`config.mk`:
```
export PLATFORM = sky130hd
export DESIGN_NAME = hsv_hue_replace_unit_flat
export DESIGN_NICKNAME = d
export VERILOG_FILES = /design/src/rtl/hsv_pkg.sv /design/src/rtl/hsv_in_if.sv /design/src/rtl/hsv_out_if.sv /design/src/rtl/hsv_pre.sv /design/src/rtl/hsv_div.sv /design/src/rtl/hsv_mix.sv /design/src/rtl/hsv_hue_replace_unit.sv /design/src/flat_wrapper.sv
export SDC_FILE = /design/constraint.sdc
export NUM_CORES = 2
export LEC_CHECK = 0
export ABC_CLOCK_PERIOD_IN_PS = 39700
export BUFFER_PORTS_ARGS = -buffer_cell sky130_fd_sc_hd__buf_2
export CELL_PAD_IN_SITES_DETAIL_PLACEMENT = 1
export CELL_PAD_IN_SITES_GLOBAL_PLACEMENT = 2
export CORE_MARGIN = 3
export CORE_UTILIZATION = 33
export DETAILED_ROUTE_END_ITERATION = 6
export PLACE_DENSITY_LB_ADDON = 0.1
export SLEW_MARGIN = 20
export SYNTH_ARGS = -nofsm -noshare
export SYNTH_HDL_FRONTEND = slang
export SYNTH_SLANG_ARGS = --single-unit
```
`constraint.sdc`:
```
create_clock -name clk -period 39.7 [get_ports clk]
set_clock_uncertainty 0.2 [all_clocks]
set_input_delay 3.97 -clock clk [delete_from_list [all_inputs] [get_ports clk]]
set_output_delay 3.97 -clock clk [all_outputs]
set_load 0.03 [all_outputs]
```
`src/rtl/hsv_pkg.sv`:
```
// Shared types for the hue replace pipeline.
package hsv_pkg;

	typedef enum logic [2:0] {
		SEXT_0 = 3'd0,
		SEXT_1 = 3'd1,
		SEXT_2 = 3'd2,
		SEXT_3 = 3'd3,
		SEXT_4 = 3'd4,
		SEXT_5 = 3'd5
	} hsv_sext_t;

	typedef struct packed {
		logic [7:0] max1;
		logic [7:0] min1;
	} hsv_src_t;

	typedef struct packed {
		hsv_sext_t  sext;
		logic [7:0] rem;
		logic [7:0] divisor;
	} hsv_hue_t;

endpackage

```
`src/rtl/hsv_in_if.sv`:
```
// Input channel: one source pixel and one hue reference pixel per item.
interface hsv_in_if;
	logic       valid;
	logic       ready;
	logic [7:0] src_red;
	logic [7:0] src_green;
	logic [7:0] src_blue;
	logic [7:0] ref_red;
	logic [7:0] ref_green;
	logic [7:0] ref_blue;

	modport source (
		output valid, src_red, src_green, src_blue, ref_red, ref_green, ref_blue,
		input  ready
	);
	modport sink (
		input  valid, src_red, src_green, src_blue, ref_red, ref_green, ref_blue,
		output ready
	);
endinterface

```
`src/rtl/hsv_out_if.sv`:
```
// Output channel: one recolored pixel per item.
interface hsv_out_if;
	logic       valid;
	logic       ready;
	logic [7:0] out_red;
	logic [7:0] out_green;
	logic [7:0] out_blue;

	modport source (
		output valid, out_red, out_green, out_blue,
		input  ready
	);
	modport sink (
		input  valid, out_red, out_green, out_blue,
		output ready
	);
endinterface

```
`src/rtl/hsv_pre.sv`:
```
// Front stages: channel max and min, scaled reference hue, sextant and remainder.
module hsv_pre (
	input  logic              clk,
	input  logic              arst_n,
	input  logic              en,
	input  logic              pair_valid,
	input  logic [7:0]        src_red,
	input  logic [7:0]        src_green,
	input  logic [7:0]        src_blue,
	input  logic [7:0]        ref_red,
	input  logic [7:0]        ref_green,
	input  logic [7:0]        ref_blue,
	output logic              hue_valid,
	output hsv_pkg::hsv_src_t src,
	output hsv_pkg::hsv_hue_t hue
);
	import hsv_pkg::*;

	logic [7:0]  smax, smin, rmax, rmin, rdelta;
	logic [11:0] diff, six_d, hval;

	logic        valid_s1;
	logic [7:0]  smax_s1, smin_s1, rdelta_s1;
	logic [10:0] hue_s1;

	logic [10:0] m1, m2, m3, m4, m5, base, hrem;
	hsv_sext_t   sext;
	logic [7:0]  rem, divisor;

	logic        valid_s2;
	hsv_src_t    src_s2;
	hsv_hue_t    hue_s2;

	always_comb begin
		smax = src_red;
		if (src_green > smax) smax = src_green;
		if (src_blue > smax) smax = src_blue;
		smin = src_red;
		if (src_green < smin) smin = src_green;
		if (src_blue < smin) smin = src_blue;
		rmax = ref_red;
		if (ref_green > rmax) rmax = ref_green;
		if (ref_blue > rmax) rmax = ref_blue;
		rmin = ref_red;
		if (ref_green < rmin) rmin = ref_green;
		if (ref_blue < rmin) rmin = ref_blue;
		rdelta = rmax - rmin;
		six_d = {2'd0, rdelta, 2'b00} + {3'd0, rdelta, 1'b0};
		if (ref_red == rmax) begin
			diff = {4'd0, ref_green} - {4'd0, ref_blue};
			hval = diff[11] ? diff + six_d : diff;
		end else if (ref_green == rmax) begin
			diff = {4'd0, ref_blue} - {4'd0, ref_red};
			hval = diff + {3'd0, rdelta, 1'b0};
		end else begin
			diff = {4'd0, ref_red} - {4'd0, ref_green};
			hval = diff + {2'd0, rdelta, 2'b00};
		end
	end

	always_ff @(posedge clk or negedge arst_n) begin
		if (!arst_n) begin
			valid_s1 <= 1'b0;
		end else if (en) begin
			valid_s1 <= pair_valid;
		end
	end

	always_ff @(posedge clk) begin
		if (en) begin
			smax_s1   <= smax;
			smin_s1   <= smin;
			rdelta_s1 <= rdelta;
			hue_s1    <= hval[10:0];
		end
	end

	always_comb begin
		m1 = {3'd0, rdelta_s1};
		m2 = {2'd0, rdelta_s1, 1'b0};
		m3 = m2 + m1;
		m4 = {1'b0, rdelta_s1, 2'b00};
		m5 = m4 + m1;
		if (rdelta_s1 == 8'd0) begin
			sext = SEXT_0;
			base = '0;
		end else if (hue_s1 >= m5) begin
			sext = SEXT_5;
			base = m5;
		end else if (hue_s1 >= m4) begin
			sext = SEXT_4;
			base = m4;
		end else if (hue_s1 >= m3) begin
			sext = SEXT_3;
			base = m3;
		end else if (hue_s1 >= m2) begin
			sext = SEXT_2;
			base = m2;
		end else if (hue_s1 >= m1) begin
			sext = SEXT_1;
			base = m1;
		end else begin
			sext = SEXT_0;
			base = '0;
		end
		hrem = hue_s1 - base;
		// grey reference: remainder 0 over divisor 1 gives a zero fraction
		rem     = (rdelta_s1 == 8'd0) ? 8'd0 : hrem[7:0];
		divisor = (rdelta_s1 == 8'd0) ? 8'd1 : rdelta_s1;
	end

	always_ff @(posedge clk or negedge arst_n) begin
		if (!arst_n) begin
			valid_s2 <= 1'b0;
		end else if (en) begin
			valid_s2 <= valid_s1;
		end
	end

	always_ff @(posedge clk) begin
		if (en) begin
			src_s2.max1    <= smax_s1;
			src_s2.min1    <= smin_s1;
			hue_s2.sext    <= sext;
			hue_s2.rem     <= rem;
			hue_s2.divisor <= divisor;
		end
	end

	assign hue_valid = valid_s2;
	assign src       = src_s2;
	assign hue       = hue_s2;

`ifndef ASSERT_OFF
	a_rem_below_divisor: assert property (@(posedge clk) disable iff (!arst_n)
		valid_s2 |-> hue_s2.rem < hue_s2.divisor)
		else $error("remainder not below divisor");
	a_src_order: assert property (@(posedge clk) disable iff (!arst_n)
		valid_s2 |-> src_s2.min1 <= src_s2.max1)
		else $error("source min above max");
`endif

endmodule

```
`src/rtl/hsv_div.sv`:
```
// Restoring divider pipeline: one fraction bit per stage.
module hsv_div #(
	parameter int FRAC_BITS = 16
) (
	input  logic                 clk,
	input  logic                 arst_n,
	input  logic                 en,
	input  logic                 hue_valid,
	input  hsv_pkg::hsv_src_t    src,
	input  hsv_pkg::hsv_hue_t    hue,
	output logic                 frac_valid,
	output hsv_pkg::hsv_src_t    frac_src,
	output hsv_pkg::hsv_sext_t   frac_sext,
	output logic [FRAC_BITS-1:0] frac
);
	import hsv_pkg::*;

	logic                 valid_s [FRAC_BITS+1];
	hsv_src_t             src_s   [FRAC_BITS+1];
	hsv_sext_t            sext_s  [FRAC_BITS+1];
	logic [7:0]           rem_s   [FRAC_BITS+1];
	logic [7:0]           dvs_s   [FRAC_BITS+1];
	logic [FRAC_BITS-1:0] quo_s   [FRAC_BITS+1];

	assign valid_s[0] = hue_valid;
	assign src_s[0]   = src;
	assign sext_s[0]  = hue.sext;
	assign rem_s[0]   = hue.rem;
	assign dvs_s[0]   = hue.divisor;
	assign quo_s[0]   = '0;

	for (genvar k = 0; k < FRAC_BITS; k++) begin : g_stage
		logic [8:0] twice, sub;
		logic       ge;

		assign twice = {rem_s[k], 1'b0};
		assign sub   = twice - {1'b0, dvs_s[k]};
		assign ge    = twice >= {1'b0, dvs_s[k]};

		always_ff @(posedge clk or negedge arst_n) begin
			if (!arst_n) begin
				valid_s[k+1] <= 1'b0;
			end else if (en) begin
				valid_s[k+1] <= valid_s[k];
			end
		end

		always_ff @(posedge clk) begin
			if (en) begin
				src_s[k+1]  <= src_s[k];
				sext_s[k+1] <= sext_s[k];
				dvs_s[k+1]  <= dvs_s[k];
				rem_s[k+1]  <= ge ? sub[7:0] : twice[7:0];
				quo_s[k+1]  <= {quo_s[k][FRAC_BITS-2:0], ge};
			end
		end
	end

	assign frac_valid = valid_s[FRAC_BITS];
	assign frac_src   = src_s[FRAC_BITS];
	assign frac_sext  = sext_s[FRAC_BITS];
	assign frac       = quo_s[FRAC_BITS];

`ifndef ASSERT_OFF
	a_hold_on_stall: assert property (@(posedge clk) disable iff (!arst_n)
		(!en && frac_valid) |=> (frac_valid && $stable(frac) && $stable(frac_sext)))
		else $error("divider output moved during stall");
	a_partial_rem: assert property (@(posedge clk) disable iff (!arst_n)
		frac_valid |-> rem_s[FRAC_BITS] < dvs_s[FRAC_BITS])
		else $error("final partial remainder not below divisor");
`endif

endmodule

```
`src/rtl/hsv_mix.sv`:
```
// Back stages: scaled blend product and channel selection by sextant.
module hsv_mix #(
	parameter int FRAC_BITS = 16
) (
	input  logic                 clk,
	input  logic                 arst_n,
	input  logic                 en,
	input  logic                 frac_valid,
	input  hsv_pkg::hsv_src_t    frac_src,
	input  hsv_pkg::hsv_sext_t   frac_sext,
	input  logic [FRAC_BITS-1:0] frac,
	output logic                 mix_valid,
	output logic [7:0]           red,
	output logic [7:0]           green,
	output logic [7:0]           blue
);
	import hsv_pkg::*;

	logic [7:0]           delta;
	logic [FRAC_BITS+7:0] prod_full;

	logic                 valid_s1;
	logic [7:0]           prod_s1, max_s1, min_s1;
	hsv_sext_t            sext_s1;

	logic [7:0]           dn, up, o_r, o_g, o_b;

	logic                 valid_s2;
	logic [7:0]           red_s2, green_s2, blue_s2;

	assign delta     = frac_src.max1 - frac_src.min1;
	assign prod_full = {{FRAC_BITS{1'b0}}, delta} * {8'd0, frac};

	always_ff @(posedge clk or negedge arst_n) begin
		if (!arst_n) begin
			valid_s1 <= 1'b0;
		end else if (en) begin
			valid_s1 <= frac_valid;
		end
	end

	always_ff @(posedge clk) begin
		if (en) begin
			prod_s1 <= prod_full[FRAC_BITS+7:FRAC_BITS];
			max_s1  <= frac_src.max1;
			min_s1  <= frac_src.min1;
			sext_s1 <= frac_sext;
		end
	end

	always_comb begin
		dn = max_s1 - prod_s1;
		up = min_s1 + prod_s1;
		case (sext_s1)
			SEXT_0: begin
				o_r = max_s1; o_g = up;     o_b = min_s1;
			end
			SEXT_1: begin
				o_r = dn;     o_g = max_s1; o_b = min_s1;
			end
			SEXT_2: begin
				o_r = min_s1; o_g = max_s1; o_b = up;
			end
			SEXT_3: begin
				o_r = min_s1; o_g = dn;     o_b = max_s1;
			end
			SEXT_4: begin
				o_r = up;     o_g = min_s1; o_b = max_s1;
			end
			default: begin
				o_r = max_s1; o_g = min_s1; o_b = dn;
			end
		endcase
	end

	always_ff @(posedge clk or negedge arst_n) begin
		if (!arst_n) begin
			valid_s2 <= 1'b0;
		end else if (en) begin
			valid_s2 <= valid_s1;
		end
	end

	always_ff @(posedge clk) begin
		if (en) begin
			red_s2   <= o_r;
			green_s2 <= o_g;
			blue_s2  <= o_b;
		end
	end

	assign mix_valid = valid_s2;
	assign red       = red_s2;
	assign green     = green_s2;
	assign blue      = blue_s2;

`ifndef ASSERT_OFF
	a_prod_bound: assert property (@(posedge clk) disable iff (!arst_n)
		valid_s1 |-> prod_s1 <= (max_s1 - min_s1))
		else $error("blend product exceeds source spread");
`endif

endmodule

```
`src/rtl/hsv_hue_replace_unit.sv`:
```
// Top level of the hue replace pipeline.
//
//   channel  dir  fields                                   handshake
//   pair     in   src_red/green/blue, ref_red/green/blue   valid/ready
//   result   out  out_red/green/blue                       valid/ready
//
// One item per cycle sustained while result is not stalled; the
// divider yields one fraction bit per stage.
// Reset clears only the valid bits of every stage.
// A stall on result holds every stage at once; pair.ready follows
// result.ready whenever the output register is full.
module hsv_hue_replace_unit #(
	parameter int FRAC_BITS = 16
) (
	input logic       clk,
	input logic       arst_n,
	hsv_in_if.sink    pair,
	hsv_out_if.source result
);
	import hsv_pkg::*;

	logic                 en;
	logic                 hue_valid, frac_valid, mix_valid;
	hsv_src_t             src, frac_src;
	hsv_hue_t             hue;
	hsv_sext_t            frac_sext;
	logic [FRAC_BITS-1:0] frac;

	assign en         = !mix_valid || result.ready;
	assign pair.ready = en;

	hsv_pre u_pre (
		.clk        (clk),
		.arst_n     (arst_n),
		.en         (en),
		.pair_valid (pair.valid),
		.src_red    (pair.src_red),
		.src_green  (pair.src_green),
		.src_blue   (pair.src_blue),
		.ref_red    (pair.ref_red),
		.ref_green  (pair.ref_green),
		.ref_blue   (pair.ref_blue),
		.hue_valid  (hue_valid),
		.src        (src),
		.hue        (hue)
	);

	hsv_div #(
		.FRAC_BITS (FRAC_BITS)
	) u_div (
		.clk        (clk),
		.arst_n     (arst_n),
		.en         (en),
		.hue_valid  (hue_valid),
		.src        (src),
		.hue        (hue),
		.frac_valid (frac_valid),
		.frac_src   (frac_src),
		.frac_sext  (frac_sext),
		.frac       (frac)
	);

	hsv_mix #(
		.FRAC_BITS (FRAC_BITS)
	) u_mix (
		.clk        (clk),
		.arst_n     (arst_n),
		.en         (en),
		.frac_valid (frac_valid),
		.frac_src   (frac_src),
		.frac_sext  (frac_sext),
		.frac       (frac),
		.mix_valid  (mix_valid),
		.red        (result.out_red),
		.green      (result.out_green),
		.blue       (result.out_blue)
	);

	assign result.valid = mix_valid;

endmodule
```
`src/flat_wrapper.sv`:
```
// flat-port wrapper written by rule: the top's interface ports become plain ports
module hsv_hue_replace_unit_flat import hsv_pkg::*;
#(
	parameter int FRAC_BITS = 16
)
  (clk, arst_n, pair_valid, pair_src_red, pair_src_green, pair_src_blue, pair_ref_red, pair_ref_green, pair_ref_blue, pair_ready, result_valid, result_out_red, result_out_green, result_out_blue, result_ready);
  hsv_in_if pair_i ();
  hsv_out_if result_i ();
  input logic clk;
  input logic arst_n;
  input wire logic [$bits(pair_i.valid)-1:0] pair_valid;
  input wire logic [$bits(pair_i.src_red)-1:0] pair_src_red;
  input wire logic [$bits(pair_i.src_green)-1:0] pair_src_green;
  input wire logic [$bits(pair_i.src_blue)-1:0] pair_src_blue;
  input wire logic [$bits(pair_i.ref_red)-1:0] pair_ref_red;
  input wire logic [$bits(pair_i.ref_green)-1:0] pair_ref_green;
  input wire logic [$bits(pair_i.ref_blue)-1:0] pair_ref_blue;
  output wire logic [$bits(pair_i.ready)-1:0] pair_ready;
  output wire logic [$bits(result_i.valid)-1:0] result_valid;
  output wire logic [$bits(result_i.out_red)-1:0] result_out_red;
  output wire logic [$bits(result_i.out_green)-1:0] result_out_green;
  output wire logic [$bits(result_i.out_blue)-1:0] result_out_blue;
  input wire logic [$bits(result_i.ready)-1:0] result_ready;
  assign pair_i.valid = pair_valid;
  assign pair_i.src_red = pair_src_red;
  assign pair_i.src_green = pair_src_green;
  assign pair_i.src_blue = pair_src_blue;
  assign pair_i.ref_red = pair_ref_red;
  assign pair_i.ref_green = pair_ref_green;
  assign pair_i.ref_blue = pair_ref_blue;
  assign pair_ready = pair_i.ready;
  assign result_valid = result_i.valid;
  assign result_out_red = result_i.out_red;
  assign result_out_green = result_i.out_green;
  assign result_out_blue = result_i.out_blue;
  assign result_i.ready = result_ready;
  hsv_hue_replace_unit #(.FRAC_BITS(FRAC_BITS)) u_core (.clk(clk), .arst_n(arst_n), .pair(pair_i), .result(result_i));
endmodule
```
==> flow_summary_export.csv <==
group,metric,value,unit
yosys,yosys_register_bits,821,
global_route,grt_usage,0.129,
drt,viasPerCell,4.62,
timing,max_freq,0.0848,GHz
global_route,grt_pass1_vias,26700,
drt,drcViolationCount,0,
die,start_util,0.334,
layout,antenna_cells,0,
yosys,ys_top_cells_by_area,"edfxtp_1 (56%), ha_1 (10%), fa_1 (5.5%)",
worst_setup_path,start_kind,"primary input",
global_route,grt_pass1_wl,143,mm
worst_setup_path,max_stage_delay,0.79,ns
drt,post_drt_wl_per_cell,16.3,um
cts,cts-resized-gates,0,
yosys,synth_ff_type,"edfxtp_1",
layout,final_cell_mix,"edfxtp_1 (801), inv_1 (446), ha_1 (353), nand2_1 (225), o21ai_0 (189)",
worst_setup_path,required,39.97,ns
die,design.die.area,134000,sq um
cts,cts_tree,"done",
die,core,128000,sq um
worst_setup_path,worstSetupStartpoint,"pair_ref_green[7]",
drt,vias,24300,
yosys,postSynthCellCount,3330,
global_route,grt.overflow.total,0,
cts,holdBufCountCts,0,
drt,dr.pass1.iters,4,
layout,fill_cells,13600,
yosys,yosys.area.top_type_share,0.561,
min_path,hp-class,"register to register",
yosys,ys_types,72,
timing,relSlewSlack,0.288,
timing,finalSetupViolations,0,
cts,cts_buffers,90,
worst_setup_path,cp_data_arrival_time,12.07,ns
layout,drive_gt1_frac,0.0852,
timing,slew_viol_final,0,
timing,totalNegativeSetupSlack,0,ns
yosys,syn_nets,3853,
place,port_buffers,77,
yosys,syn-cell-area,42900,sq um
cts,clk_latency,0.66,ns
cts,cts.sinks,821,
yosys,synth_edf_count,801,
drt,ant_nets,0,
timing,finalCriticalPeriod,11.80,ns
timing,finalCritPeriodShare,0.297,
die,die_h,366,um
timing,rsz0062_at_grt,"false",
yosys,yosysWarnings,0,
worst_setup_path,cp_max_fo,17,
worst_setup_path,criticalPathCategory,"primary input to register",
run,max_cap_violations,0,
worst_setup_path,endpoint_kind,"register",
worst_setup_path,cp_slowest_cell,"nor2_1",
cts,clockRootBuffer,"clkbuf_16",
layout,final_common_cell,"edfxtp_1",
cts,cts_buffer_depth,3,
global_route,grt_max_degree,189,
min_path,min-delay-start,"u_core.u_div.quo_s[80]$_DFFE_PP_",
drt,drt_iter0_drc,1205,
die,num_rows,131,
yosys,synth_area_per_cell,12.9,sq um
place,gp_congestion,0.780,
die,io_pins,78,
cts,post-cts-setup-buffers,0,
outcome,status,"finished clean",
drt,wirelength,85.9,mm
die,die_w,366,um
yosys,synth_top_cell_by_area,"edfxtp_1",
timing,tightest_slew,1.07,ns
cts,path_clk_slew,0.06,ns
yosys,synthArstFlopShare,0.0244,
timing,hold_viol,0,
layout,syn2layout_area_growth,13.0,%
cts,htreeDepth,3,
yosys,yosysSeqAreaShare,0.573,
worst_setup_path,r2r_start,"u_core.u_div.frac_src[1]$_DFFE_PP_",
global_route,antenna_found_initial,1,
place,dpl.hpwl,63.6,mm
layout,final_nets,3983,
[state kept, by name, summed over array words and instances, names as in the netlist, 11 cells and up]
signal / cells
u_core.u_div.src_s: 240
u_core.u_div.dvs_s: 120
u_core.u_div.g_stage.twice: 120
u_core.u_div.quo_s: 120
u_core.u_div.sext_s: 45
u_core.u_pre.hue: 19
u_core.u_div.frac: 16
u_core.u_div.frac_src: 16
u_core.u_pre.src: 16
u_core.u_div.valid_s: 15
u_core.u_pre.hue_s1: 11
[final timing paths]
path / end / cells past startpoint / slack, ns
worst max-delay path: u_core.u_pre.hue_s1[10]$_DFFE_PP_ / 33 / 27.90
min in group asynchronous: u_core.u_div.frac_valid$_DFFE_PN0P_ / 1 / 3.05
worst min register to register: u_core.u_div.quo_s[65]$_DFFE_PP_ / 0 / 0.20
worst max register to register: u_core.u_mix.prod_s1[7]$_DFFE_PP_ / 24 / 32.73
max in group asynchronous: u_core.u_div.valid_s[15]$_DFFE_PN0P_ / 1 / 35.94
worst min-delay path: u_core.u_div.quo_s[65]$_DFFE_PP_ / 0 / 0.20
[metrics by stage]
stage	hold WS (ns)	util	area (sq um)	setup WS, ns	instances
global route	0.210	0.378	48400	27.03	5263
CTS	0.196	0.378	48400	27.93	5263
detailed placement	0.205	0.354	45400	27.27	5097
finish	0.197	0.378	48400	27.90	5263
global placement	0.201	0.354	45300	27.45	5097
floorplan	0.200	-	42900	15.74	3330
[metal layers]
metal  share of wire  track usage
met2            0.48        0.219
met3           0.031       0.0224
met4           0.019       0.0323
met5         0.00015            0
met1            0.47        0.172
[critical path: cells and delay by family]
family / cells / cell delay [ns]
xor gates and xnor gates: 1 / 0.14
adders and majority gates: 6 / 2.05
and+or+nand+nor: 7 / 2.54
AOI/OAI and AO/OA: 12 / 2.38
buffers and inverters: 5 / 0.46
muxes: 2 / 0.50
[kinds of logic (layout without fill, tap and decap cells)]
group | count (synthesis) | in the layout | share of synthesized area
flops | 821 | 821 | 0.573
simple gates | 639 | 639 | 0.0726
compound gates | 618 | 618 | 0.0893
buf+inv | 504 | 708 | 0.0451
fa+ha+maj | 471 | 471 | 0.158
xor+xnor | 157 | 157 | 0.0321
mux | 120 | 120 | 0.0298
[Yosys cell counts (46+ instances only)]
master / count
xor2_1: 66
edfxtp_1: 801
o21ai_0: 189
clkbuf_1: 46
a21o_1: 72
nor2b_1: 58
xnor2_1: 91
and2_1: 55
mux2i_1: 78
ha_1: 353
fa_1: 118
inv_1: 447
nand2_1: 225
a21oi_1: 172
nor2_1: 136
[area by class of cell]
cell class | instances | area [sq um] | share of cell area
well taps | 1729 | 2160 | 0.0447
flip-flops and latches | 821 | 24600 | 0.507
clock inverters | 64 | 742 | 0.0153
multi-input cells | 2005 | 16400 | 0.339
clock buffers | 102 | 2300 | 0.0474
repair buffers | 93 | 547 | 0.0113
inverters | 449 | 1690 | 0.0350
Power is left out: the tool's default activity adds up to more than one toggle a clock period on the data nets, which glitch-free logic cannot reach.
